==> src/design/dmssr_pkg.sv <==
// shared types, codes and the duty clamp of the dual motor speed regulator
package dmssr_pkg;

  localparam int unsigned DutyW   = 15;
  localparam int unsigned TachoW  = 12;
  localparam int unsigned QuoW    = 16;
  localparam int unsigned CfgIdxW = 3;
  localparam int unsigned CfgW    = 16;

  localparam logic [1:0] ACT_TICK  = 2'd0;
  localparam logic [1:0] ACT_START = 2'd1;
  localparam logic [1:0] ACT_STOP  = 2'd2;

  localparam logic [CfgIdxW-1:0] REG_DUTY_MIN  = 3'd0;
  localparam logic [CfgIdxW-1:0] REG_DUTY_MAX  = 3'd1;
  localparam logic [CfgIdxW-1:0] REG_OFFSET    = 3'd2;
  localparam logic [CfgIdxW-1:0] REG_DIVISOR   = 3'd3;
  localparam logic [CfgIdxW-1:0] REG_DEADBAND  = 3'd4;
  localparam logic [CfgIdxW-1:0] REG_STEP      = 3'd5;
  localparam logic [CfgIdxW-1:0] REG_INTERVAL  = 3'd6;

  typedef struct packed {
    logic [15:0]        offset;
    logic [TachoW-1:0]  divisor;
    logic [DutyW-1:0]   deadband;
    logic [DutyW-1:0]   step;
    logic [DutyW-1:0]   duty_min;
    logic [DutyW-1:0]   duty_max;
  } lane_cfg_t;

  function automatic logic [DutyW-1:0] clamp_duty(logic [16:0] mag,
                                                  logic [DutyW-1:0] lo,
                                                  logic [DutyW-1:0] hi);
    logic [16:0] v;
    v = mag;
    if (v < {2'b00, lo}) v = {2'b00, lo};
    if (v > {2'b00, hi}) v = {2'b00, hi};
    return v[DutyW-1:0];
  endfunction

endpackage

==> src/design/dmssr_lane.sv <==
// one motor lane: serial speed divider, deadband compare and duty step
module dmssr_lane import dmssr_pkg::*; (
  input  logic              clk_i,
  input  logic              start_i,
  input  logic              step_i,
  input  lane_cfg_t         cfg_i,
  input  logic [TachoW-1:0] sample_i,
  input  logic [DutyW-1:0]  goal_i,
  input  logic [DutyW-1:0]  duty_i,
  output logic [DutyW-1:0]  duty_o
);

  logic [TachoW-1:0] rem_q, rem_d;
  logic [QuoW-1:0]   quo_q, quo_d;
  logic              neg_q, neg_d;

  logic signed [16:0] num;
  logic [16:0]        num_neg;
  logic [TachoW:0]    shifted, diff;
  logic               ge;

  logic signed [16:0] speed;
  logic signed [17:0] delta, db_pos, db_neg;
  logic [16:0]        up_val;
  logic [16:0]        dn_val;

  assign num     = $signed({5'b0, sample_i}) + $signed({cfg_i.offset[15], cfg_i.offset});
  assign num_neg = 17'd0 - num;

  assign shifted = {rem_q, quo_q[QuoW-1]};
  assign ge      = shifted >= {1'b0, cfg_i.divisor};
  assign diff    = shifted - {1'b0, cfg_i.divisor};

  always_comb begin
    rem_d = rem_q;
    quo_d = quo_q;
    neg_d = neg_q;
    if (start_i) begin
      neg_d = num[16];
      rem_d = '0;
      quo_d = num[16] ? num_neg[QuoW-1:0] : num[QuoW-1:0];
    end else if (step_i) begin
      rem_d = ge ? diff[TachoW-1:0] : shifted[TachoW-1:0];
      quo_d = {quo_q[QuoW-2:0], ge};
    end
  end

  always_ff @(posedge clk_i) begin
    rem_q <= rem_d;
    quo_q <= quo_d;
    neg_q <= neg_d;
  end

  // truncated quotient with the sign of the numerator
  assign speed  = neg_q ? $signed(17'd0 - {1'b0, quo_q}) : $signed({1'b0, quo_q});
  assign delta  = $signed({3'b0, goal_i}) - $signed({speed[16], speed});
  assign db_pos = $signed({3'b0, cfg_i.deadband});
  assign db_neg = 18'sd0 - db_pos;

  assign up_val = {2'b00, duty_i} + {2'b00, cfg_i.step};
  assign dn_val = (duty_i >= cfg_i.step) ? {2'b00, duty_i - cfg_i.step}
                                         : {2'b00, cfg_i.step - duty_i};

  always_comb begin
    priority if (delta >= db_pos) begin
      duty_o = clamp_duty(up_val, cfg_i.duty_min, cfg_i.duty_max);
    end else if (delta < db_neg) begin
      duty_o = clamp_duty(dn_val, cfg_i.duty_min, cfg_i.duty_max);
    end else begin
      duty_o = duty_i;
    end
  end

endmodule

==> src/design/dual_motor_step_speed_regulator_top.sv <==
// top level of the dual motor step speed regulator
//
// Input stream: one transaction per command. tuser carries the action (tick, start,
// stop) and the motor select, tdata the signed target and both tachometer samples.
// Output stream: one transaction per command with both duties, both direction bits
// and the shared running flag; tuser flags a tick that ran a regulation step.
// Configuration: plain write port, one register per index; the user must write it
// only while idle; the block does not enforce this. Start, stop, idle ticks and unused
// actions go through ST_FIN to the output register; a regulating tick first runs, in
// ST_DIV, the 16 one-bit-per-cycle restoring divider steps of both lanes side by side.
// Throughput: one command at a time; s_axis_tready is low from acceptance until
// the result is written to the output register.
// The output register frees the input side: a new command is taken while a result
// waits; if the receiver stalls, the next result is held back until the slot empties.
// Reset clears all motor state, the running flag, the interval counter, the
// configuration registers to their defaults and the output valid.
module dual_motor_step_speed_regulator_top import dmssr_pkg::*; (
  input  logic               clk_i,
  input  logic               rst_ni,
  input  logic               s_axis_tvalid_i,
  output logic               s_axis_tready_o,
  input  logic [39:0]        s_axis_tdata_i,   // target_speed, tacho_first, tacho_second
  input  logic [2:0]         s_axis_tuser_i,   // action, motor
  output logic               m_axis_tvalid_o,
  input  logic               m_axis_tready_i,
  output logic [39:0]        m_axis_tdata_o,   // duty_first, duty_second, reverse_first,
                                               // reverse_second, running
  output logic [0:0]         m_axis_tuser_o,   // regulated
  input  logic               cfg_we_i,
  input  logic [CfgIdxW-1:0] cfg_idx_i,
  input  logic [CfgW-1:0]    cfg_data_i
);

  localparam logic [1:0] ST_IDLE = 2'd0;
  localparam logic [1:0] ST_DIV  = 2'd1;
  localparam logic [1:0] ST_FIN  = 2'd2;

  logic [1:0] state_q, state_d;
  logic [3:0] cnt_q, cnt_d;

  // configuration
  logic [DutyW-1:0]  duty_min_q, duty_max_q, deadband_q, step_q;
  logic [15:0]       offset_q, interval_q;
  logic [TachoW-1:0] divisor_q;
  lane_cfg_t         lane_cfg;

  // motor state
  logic [DutyW-1:0] duty_a_q, duty_a_d, duty_b_q, duty_b_d;
  logic [DutyW-1:0] goal_a_q, goal_a_d, goal_b_q, goal_b_d;
  logic             rev_a_q, rev_a_d, rev_b_q, rev_b_d, run_q, run_d;
  logic [15:0]      wait_q, wait_d;

  // captured command
  logic [1:0]       action_q;
  logic             motor_q, fire_q;
  logic [15:0]      target_q;

  // output register
  logic             m_valid_q;
  logic [39:0]      m_data_q;
  logic             m_user_q;

  logic             accept, fire, load_out, lane_step;
  logic [DutyW-1:0] lane_a_duty, lane_b_duty;
  logic [16:0]      target_neg;
  logic [15:0]      mag, iv;
  logic [DutyW-1:0] start_goal, start_duty;

  assign s_axis_tready_o = (state_q == ST_IDLE);
  assign accept          = s_axis_tvalid_i && s_axis_tready_o;
  assign fire            = (s_axis_tuser_i[1:0] == ACT_TICK) && run_q && (wait_q == '0);
  assign load_out        = (state_q == ST_FIN) && (!m_valid_q || m_axis_tready_i);
  assign lane_step       = (state_q == ST_DIV);

  always_ff @(posedge clk_i or negedge rst_ni) begin
    if (!rst_ni) begin
      duty_min_q <= '0;
      duty_max_q <= 15'd1000;
      offset_q   <= '0;
      divisor_q  <= 12'd1;
      deadband_q <= 15'd10;
      step_q     <= 15'd10;
      interval_q <= 16'd1;
    end else if (cfg_we_i) begin
      unique case (cfg_idx_i)
        REG_DUTY_MIN: duty_min_q <= cfg_data_i[DutyW-1:0];
        REG_DUTY_MAX: duty_max_q <= cfg_data_i[DutyW-1:0];
        REG_OFFSET:   offset_q   <= cfg_data_i;
        REG_DIVISOR:  divisor_q  <= cfg_data_i[TachoW-1:0];
        REG_DEADBAND: deadband_q <= cfg_data_i[DutyW-1:0];
        REG_STEP:     step_q     <= cfg_data_i[DutyW-1:0];
        REG_INTERVAL: interval_q <= cfg_data_i;
        default: ;
      endcase
    end
  end

  always_comb begin
    lane_cfg.offset   = offset_q;
    lane_cfg.divisor  = (divisor_q == '0) ? 12'd1 : divisor_q;
    lane_cfg.deadband = deadband_q;
    lane_cfg.step     = step_q;
    lane_cfg.duty_min = duty_min_q;
    lane_cfg.duty_max = duty_max_q;
  end

  dmssr_lane u_lane_a (
    .clk_i    (clk_i),
    .start_i  (accept),
    .step_i   (lane_step),
    .cfg_i    (lane_cfg),
    .sample_i (s_axis_tdata_i[27:16]),
    .goal_i   (goal_a_q),
    .duty_i   (duty_a_q),
    .duty_o   (lane_a_duty)
  );

  dmssr_lane u_lane_b (
    .clk_i    (clk_i),
    .start_i  (accept),
    .step_i   (lane_step),
    .cfg_i    (lane_cfg),
    .sample_i (s_axis_tdata_i[39:28]),
    .goal_i   (goal_b_q),
    .duty_i   (duty_b_q),
    .duty_o   (lane_b_duty)
  );

  // sequencer
  always_comb begin
    state_d = state_q;
    cnt_d   = cnt_q;
    unique case (state_q)
      ST_IDLE: begin
        if (accept) begin
          state_d = fire ? ST_DIV : ST_FIN;
          cnt_d   = '0;
        end
      end
      ST_DIV: begin
        cnt_d = cnt_q + 4'd1;
        if (cnt_q == 4'd15) state_d = ST_FIN;
      end
      ST_FIN: begin
        if (load_out) state_d = ST_IDLE;
      end
      default: state_d = ST_IDLE;
    endcase
  end

  always_ff @(posedge clk_i or negedge rst_ni) begin
    if (!rst_ni) begin
      state_q <= ST_IDLE;
      cnt_q   <= '0;
    end else begin
      state_q <= state_d;
      cnt_q   <= cnt_d;
    end
  end

  always_ff @(posedge clk_i) begin
    if (accept) begin
      action_q <= s_axis_tuser_i[1:0];
      motor_q  <= s_axis_tuser_i[2];
      target_q <= s_axis_tdata_i[15:0];
      fire_q   <= fire;
    end
  end

  // merge of the lane results with the command
  assign target_neg = 17'd0 - {target_q[15], target_q};
  assign mag        = target_q[15] ? target_neg[15:0] : target_q;
  assign start_goal = mag[15] ? 15'h7fff : mag[DutyW-1:0];
  assign start_duty = clamp_duty({1'b0, mag}, duty_min_q, duty_max_q);
  assign iv         = (interval_q == '0) ? 16'd1 : interval_q;

  always_comb begin
    duty_a_d = duty_a_q;
    duty_b_d = duty_b_q;
    goal_a_d = goal_a_q;
    goal_b_d = goal_b_q;
    rev_a_d  = rev_a_q;
    rev_b_d  = rev_b_q;
    run_d    = run_q;
    wait_d   = wait_q;
    unique case (action_q)
      ACT_START: begin
        if (motor_q) begin
          rev_b_d  = target_q[15];
          goal_b_d = start_goal;
          duty_b_d = start_duty;
        end else begin
          rev_a_d  = target_q[15];
          goal_a_d = start_goal;
          duty_a_d = start_duty;
        end
        run_d = 1'b1;
      end
      ACT_STOP: begin
        if (motor_q) begin
          duty_b_d = '0;
          goal_b_d = '0;
        end else begin
          duty_a_d = '0;
          goal_a_d = '0;
        end
        run_d = 1'b0;
      end
      ACT_TICK: begin
        if (fire_q) begin
          if (goal_a_q != '0) duty_a_d = lane_a_duty;
          if (goal_b_q != '0) duty_b_d = lane_b_duty;
          wait_d = iv - 16'd1;
        end else if (wait_q != '0) begin
          wait_d = wait_q - 16'd1;
        end
      end
      default: ;
    endcase
  end

  always_ff @(posedge clk_i or negedge rst_ni) begin
    if (!rst_ni) begin
      duty_a_q <= '0;
      duty_b_q <= '0;
      goal_a_q <= '0;
      goal_b_q <= '0;
      rev_a_q  <= 1'b0;
      rev_b_q  <= 1'b0;
      run_q    <= 1'b0;
      wait_q   <= '0;
    end else if (load_out) begin
      duty_a_q <= duty_a_d;
      duty_b_q <= duty_b_d;
      goal_a_q <= goal_a_d;
      goal_b_q <= goal_b_d;
      rev_a_q  <= rev_a_d;
      rev_b_q  <= rev_b_d;
      run_q    <= run_d;
      wait_q   <= wait_d;
    end
  end

  // output register
  always_ff @(posedge clk_i or negedge rst_ni) begin
    if (!rst_ni) begin
      m_valid_q <= 1'b0;
    end else if (load_out) begin
      m_valid_q <= 1'b1;
    end else if (m_axis_tready_i) begin
      m_valid_q <= 1'b0;
    end
  end

  always_ff @(posedge clk_i) begin
    if (load_out) begin
      m_data_q <= {7'b0, run_d, rev_b_d, rev_a_d, duty_b_d, duty_a_d};
      m_user_q <= (action_q == ACT_TICK) && fire_q;
    end
  end

  assign m_axis_tvalid_o = m_valid_q;
  assign m_axis_tdata_o  = m_data_q;
  assign m_axis_tuser_o  = m_user_q;

endmodule

==> config.mk <==
export PLATFORM = sky130hd
export DESIGN_NAME = dual_motor_step_speed_regulator_top
export DESIGN_NICKNAME = d
export VERILOG_FILES = /design/src/design/dmssr_pkg.sv /design/src/design/dmssr_lane.sv /design/src/design/dual_motor_step_speed_regulator_top.sv
export SDC_FILE = /design/constraint.sdc
export NUM_CORES = 1
export LEC_CHECK = 0
export BUFFER_PORTS_ARGS = -buffer_cell sky130_fd_sc_hd__buf_2
export CELL_PAD_IN_SITES_DETAIL_PLACEMENT = 1
export CELL_PAD_IN_SITES_GLOBAL_PLACEMENT = 1
export CORE_MARGIN = 5
export CORE_UTILIZATION = 51
export CTS_BUF_LIST = sky130_fd_sc_hd__clkbuf_2
export CTS_CLUSTER_DIAMETER = 50
export DETAILED_ROUTE_END_ITERATION = 10
export GPL_ROUTABILITY_DRIVEN = 0
export PLACE_DENSITY_LB_ADDON = 0.1
export SYNTH_ARGS = -nofsm -noshare
export SYNTH_HDL_FRONTEND = slang
export SYNTH_HIERARCHICAL = 1
export SYNTH_SLANG_ARGS = --single-unit
==> constraint.sdc <==
create_clock -name clk_i -period 8.5 [get_ports clk_i]
set_input_delay 2.55 -clock clk_i [delete_from_list [all_inputs] [get_ports clk_i]]
set_output_delay 2.55 -clock clk_i [all_outputs]
set_load 0.005 [all_outputs]
==> impl_metrics.csv, run 1 <==
group,metric,value,unit
status,status,"complete, but fails checks",
status,violations,"capacitance limit, slew limit",
synthesis,syn_inst,3663,
worst_setup_path,cp.buffers_inverters,4,
floorplanning,start_util,0.514,
synthesis,ys_seq_area_frac,0.250,
worst_setup_path,worstPathMaxFanout,14,
routing,first_pass_iters,8,
global_routing,grt_pass1_vias,31900,
worst_setup_path,crit_type,"reg -> reg",
synthesis,synth_top_family_by_area,"compound AO/OA/AOI/OAI gates",
final_layout,syn_to_final_growth,8.19,%
routing,drc,0,
worst_setup_path,cpLargestDelayFamily,"compound AO/OA/AOI/OAI gates",
clocking,cts_root_buf,"clkbuf_2",
floorplanning,rows,91,
final_layout,drive_gt1_frac,0.163,
clocking,h-tree-depth,3,
synthesis,ys.flop_type,"dfrtp_1",
clocking,cts_tree,"yes",
synthesis,syn-cell-area,31600,um^2
clocking,clkLatencyLatePin,1.11,ns
floorplanning,die_w,259,um
synthesis,synth-simple-area-share,0.148,
floorplanning,die_h,259,um
clocking,clk_pin_slew,0.12,ns
worst_setup_path,arrival,9.09,ns
final_layout,final_core_util,0.556,
worst_setup_path,worstPathRequired,9.26,ns
run,maxCapViolCount,1,
timing,period_minus_slack,8.33,ns
timing,rsz0062_at_grt,"no",
min_path,holdCritPathClass,"reg -> reg",
place,dp_hpwl,95.0,mm
synthesis,synth_common_cells,"ha_1 (388), inv_1 (316), nor2_1 (287)",
final_layout,fin_nets,4262,
synthesis,synthAdderAreaFrac,0.161,
synthesis,yosysMostFrequentCell,"ha_1",
timing,setup_tns,0,ns
timing,slew_violations,16,
global_routing,grtUsageMet3,0.0606,
worst_setup_path,cp-start-kind,"flop",
timing,fin_skew,0.102,ns
routing,routed_via_density,6.62,
global_routing,grt_pass1_wl,187,mm
synthesis,yosys.area.top_type_share,0.154,
timing,fmaxAchievable,120,MHz
clocking,cts_hold_buf,0,
synthesis,async_flop_share,0.629,
global_routing,grt_usage,0.355,
synthesis,muxShareOfSynthArea,0.0935,
timing,period_share,0.980,
routing,ant_nets,0,
synthesis,syn_area_per_cell,8.62,um^2
clocking,numCtsBuffers,90,
timing,slew_headroom,-0.00376,
routing,vias,30900,
timing,tightest_slew,1.50,ns
routing,dr.first_iter.drc_count,2643,
synthesis,synth.distinct_cells,107,
worst_setup_path,cp_slowest_cell,"dfstp_2",
global_routing,grt_use_met1,0.431,
synthesis,synth-xor-area-share,0.0557,
worst_setup_path,cpPeakStageDelay,0.62,ns
synthesis,synth_warnings,6,
final_layout,n_fill_cell,7447,
routing,routed_wl,125,mm
floorplanning,die_area,67000,um^2
timing,final_hold_viol_count,0,
synthesis,synth_edf_count,88,
floorplanning,coreArea,61500,um^2
global_routing,grt_overflow,0,
clocking,clk_path_buf_depth,3,
synthesis,synth_compound_area_frac,0.231,
synthesis,yosys-top-cells-area,"ha_1 (15%), dfrtp_1 (14%), edfxtp_1 (8.4%)",
global_routing,top_usage_layer,"met2",
global_routing,gr-usage-met2,0.582,
floorplanning,pin_count,110,
clocking,cts_sinks,302,
timing,setup_viol_count_final,0,
synthesis,synth-seq-cells,302,
place,portBuffers,102,
routing,wl_per_cell,26.7,um
global_routing,grt_max_degree,122,
worst_setup_path,critPathCaptureType,"flop",
worst_setup_path,cp_common_cell,"ha_1",
timing,hold_slack,0.494,ns
global_routing,antenna_found_initial,9,
synthesis,yosysTopAreaCell,"ha_1",
state kept, by name (all words and copies together) (netlist names), 15 cells and up:
signal / cells
target_q: 16
duty_b_q: 15
goal_a_q: 15
offset_q: 16
u_lane_a/quo_q: 16
deadband_q: 15
goal_b_q: 15
duty_min_q: 15
u_lane_b/quo_q: 16
step_q: 15
interval_q: 16
duty_max_q: 15
wait_q: 16
m_axis_tdata_o: 33
duty_a_q: 15
worst register-to-register path, delay by kind of cell, from the launching register on:
kind / cells / cell delay (ns)
flip-flops: 1 / 0.62
buffers and inverters: 4 / 0.73
AND/OR/NAND/NOR: 7 / 1.12
AO/OA/AOI/OAI: 15 / 3.37
adder cells (fa/ha/maj): 3 / 0.99
multiplexers: 3 / 0.81
XOR/XNOR: 1 / 0.38
layout by cell type (no fill, tap or decap), types with 38 or more instances in the layout:
master    count
o22ai_1      38
nand3_1      56
mux2_2      165
buf_4        91
a22oi_1      46
a21oi_1     208
mux2i_1      86
a21o_1       78
xor2_1       64
nor4_1       39
xnor2_1     132
a31oi_1      43
clkbuf_2    140
inv_1       314
nand2_1     224
nor2_1      285
o221ai_1     51
nand2b_1     47
a211oi_1     42
ha_1        387
o31ai_1      44
dfrtp_1     178
edfxtp_1     88
buf_2       102
o21ai_0     204
o21a_1       49
nor3_1       96
layer usage:
metal	wire, um	vias up	share of wire
met5	27	-	0.00022
met4	9420	4	0.076
met3	9380	402	0.075
met2	57500	1429	0.46
met1	48500	15200	0.39
li1	-	13800	-
cell families (layout without fill, tap and decap cells):
logic type / count (synthesis) / in the layout
and+or+nand+nor: 958 / 958
xor gates and xnor gates: 200 / 200
buffers and inverters: 480 / 684
muxes: 269 / 269
AOI/OAI and AO/OA: 1053 / 1053
DFF: 302 / 302
adders and majority gates: 400 / 400
other: 1 / 10
path summary, 6_finish.rpt:
check	start	end	slack (ns)	cells after the start
max	step_q[1]	m_axis_tdata_o[0]	0.17	33
min	rev_b_q	rev_b_q	0.49	2
max reg2reg	step_q[1]	m_axis_tdata_o[0]	0.17	33
min reg2reg	rev_b_q	rev_b_q	0.49	2
max in group asynchronous	rst_ni	duty_b_q[3]	5.10	2
min in group asynchronous	rst_ni	m_axis_tvalid_o	1.60	1
cell type report:
type                    instances  area, um^2  area share
diodes                          3        7.51    0.000220
flip-flops and latches        302        7890       0.231
repair buffers                196        1230      0.0361
inverters                     318        1190      0.0350
clock buffers                 140         701      0.0205
well taps                     790         988      0.0289
multi-input cells            2887       22000       0.644
clock inverters                30         158     0.00461
metrics by stage:
step	setup WS [ns]	cells	area, um^2
floorplan	0.802	3669	31600
global placement	0.221	4485	33100
detailed placement	-0.115	4485	33100
CTS	0.0724	4655	34000
global route	0.00757	4664	34200
finish	0.170	4666	34200
timing repair:
item	CTS	global route
pin swaps	0	8
resized for setup	3	31
cloned	0	1
endpoints found under the setup margin	30	59
buffers inserted	0	7
Power of run 1 is left out: the tool's default activity adds up to more than one toggle a clock period on the data nets, which glitch-free logic cannot reach.
==> run 2, diff against run 1 <==
Settings changed: PLACE_DENSITY from default to 0.83, PLACE_DENSITY_LB_ADDON 0.1 to default.
==> impl_metrics.csv, run 2 (synthesis gave the netlist of run 1 again) <==
group,metric,value,unit
timing,final_hold_viol_count,0,
run,maxCapViolCount,0,
routing,dr.first_iter.drc_count,2868,
worst_setup_path,timing.rr.end,"m_axis_tdata_o[15]",
clocking,h-tree-depth,3,
worst_setup_path,cp-startpoint,"step_q[1]",
global_routing,grt_overflow,0,
timing,period_share,0.988,
clocking,cts_tree,"yes",
clocking,cts_hold_buf,0,
worst_setup_path,crit_type,"reg -> reg",
final_layout,syn_to_final_growth,8.53,%
final_layout,drive_gt1_frac,0.165,
worst_setup_path,worstPathMaxFanout,22,
timing,tightest_slew,1.29,ns
final_layout,final_cell_area,34300,um^2
clocking,cts_sinks,302,
routing,first_pass_iters,8,
routing,routed_via_density,6.59,
worst_setup_path,ff2ff_setup_slack,0.10,ns
worst_setup_path,cp_slowest_cell,"dfstp_4",
routing,ant_nets,0,
global_routing,grt_pass1_wl,183,mm
clocking,cts_root_buf,"clkbuf_2",
place,dpl_cell_area,33300,um^2
floorplanning,coreArea,61500,um^2
min_path,holdCritPathClass,"reg -> reg",
clocking,clk_pin_slew,0.11,ns
timing,period_minus_slack,8.40,ns
worst_setup_path,arrival,9.25,ns
place,dp_hpwl,92.7,mm
worst_setup_path,cp-start-kind,"flop",
final_layout,layout_commonest_cell,"ha_1",
floorplanning,start_util,0.514,
clocking,numCtsBuffers,89,
place,portBuffers,102,
global_routing,grt_max_degree,78,
final_layout,fin_nets,4281,
clocking,clkLatencyLatePin,1.15,ns
final_layout,largest_reg_flops,33,
global_routing,antenna_found_initial,5,
timing,slew_headroom,0.137,
global_routing,grt_pass1_vias,30600,
floorplanning,pin_count,110,
routing,wl_per_cell,26.1,um
worst_setup_path,reg2reg_from,"step_q[1]",
worst_setup_path,r2r_cells,30,
worst_setup_path,cpPeakStageDelay,0.73,ns
status,status,"complete, no violations",
worst_setup_path,worstPathRequired,9.35,ns
routing,routed_wl,122,mm
timing,fmaxAchievable,119,MHz
floorplanning,rows,91,
routing,drc,0,
floorplanning,die_area,67000,um^2
timing,setup_viol_count_final,0,
floorplanning,die_h,259,um
timing,fin_skew,0.0904,ns
clocking,clk_path_buf_depth,3,
worst_setup_path,endpoint,"m_axis_tdata_o[15]",
floorplanning,die_w,259,um
final_layout,final_cell_mix,"ha_1 (388), inv_1 (314), nor2_1 (286), nand2_1 (224), a21oi_1 (206)",
min_path,min_from,"rev_b_q",
routing,vias,30900,
global_routing,grt_usage,0.349,
worst_setup_path,critPathCaptureType,"flop",
timing,slew_violations,0,
==> run 2: timing repair <==
action,CTS,global route
resized for setup,1,20
setup buffers,0,6
pin swaps,0,3
gates cloned,0,1
setup endpoints to repair,1,60
==> run 2: how the worst min path moves through the flow <==
stage                     slack, ns  cells past startpoint                 to
after floorplan                0.44                      2            rev_b_q
after global placement         0.46                      2            rev_b_q
after detailed placement       0.47                      2            rev_b_q
after CTS                      0.49                      2  u_lane_b/rem_q[1]
after global routing           0.53                      2            rev_b_q
final                          0.49                      2            rev_b_q
==> run 2: cell type report <==
cell class | count | area, um^2
clock buffer | 132 | 661
clock inverter | 33 | 171
sequential | 302 | 7900
fill | 7473 | 27200
antenna | 4 | 10.0
inverter | 318 | 1190
multi-input combinational | 2888 | 22000
tap | 790 | 988
timing repair buffer | 215 | 1370
==> run 2: metrics by stage <==
step           instances  hold WS (ns)  TNS [ns]  setup WS, ns   util
2_1_floorplan       3669         0.440         0         0.802      -
3_3_place_gp        4506         0.458         0         0.315  0.541
3_5_place_dp        4506         0.469  -0.00861      -0.00861  0.541
4_1_cts             4671         0.488         0        0.0232  0.555
5_1_grt             4680         0.528    -0.236       -0.0746  0.558
6_report            4682         0.493         0         0.101  0.558
==> run 2: worst max-delay path, delay by kind of cell, from the launching register on <==
family                     cells  cell delay [ns]
muxes                          1             0.28
xor gates and xnor gates       1             0.38
buffers and inverters          2             0.35
DFF                            1             0.73
AOI/OAI and AO/OA             18             4.65
and+or+nand+nor                5             0.66
adders and majority gates      3             1.07
==> run 2: routing by layer <==
metal,wire [um],part of all wire,global-route usage
met1,50800,0.42,0.464
met2,53100,0.43,0.534
met3,12200,0.10,0.0905
met4,6150,0.050,0.160
met5,7,0.000057,0
Power of run 2 is left out for the same reason.
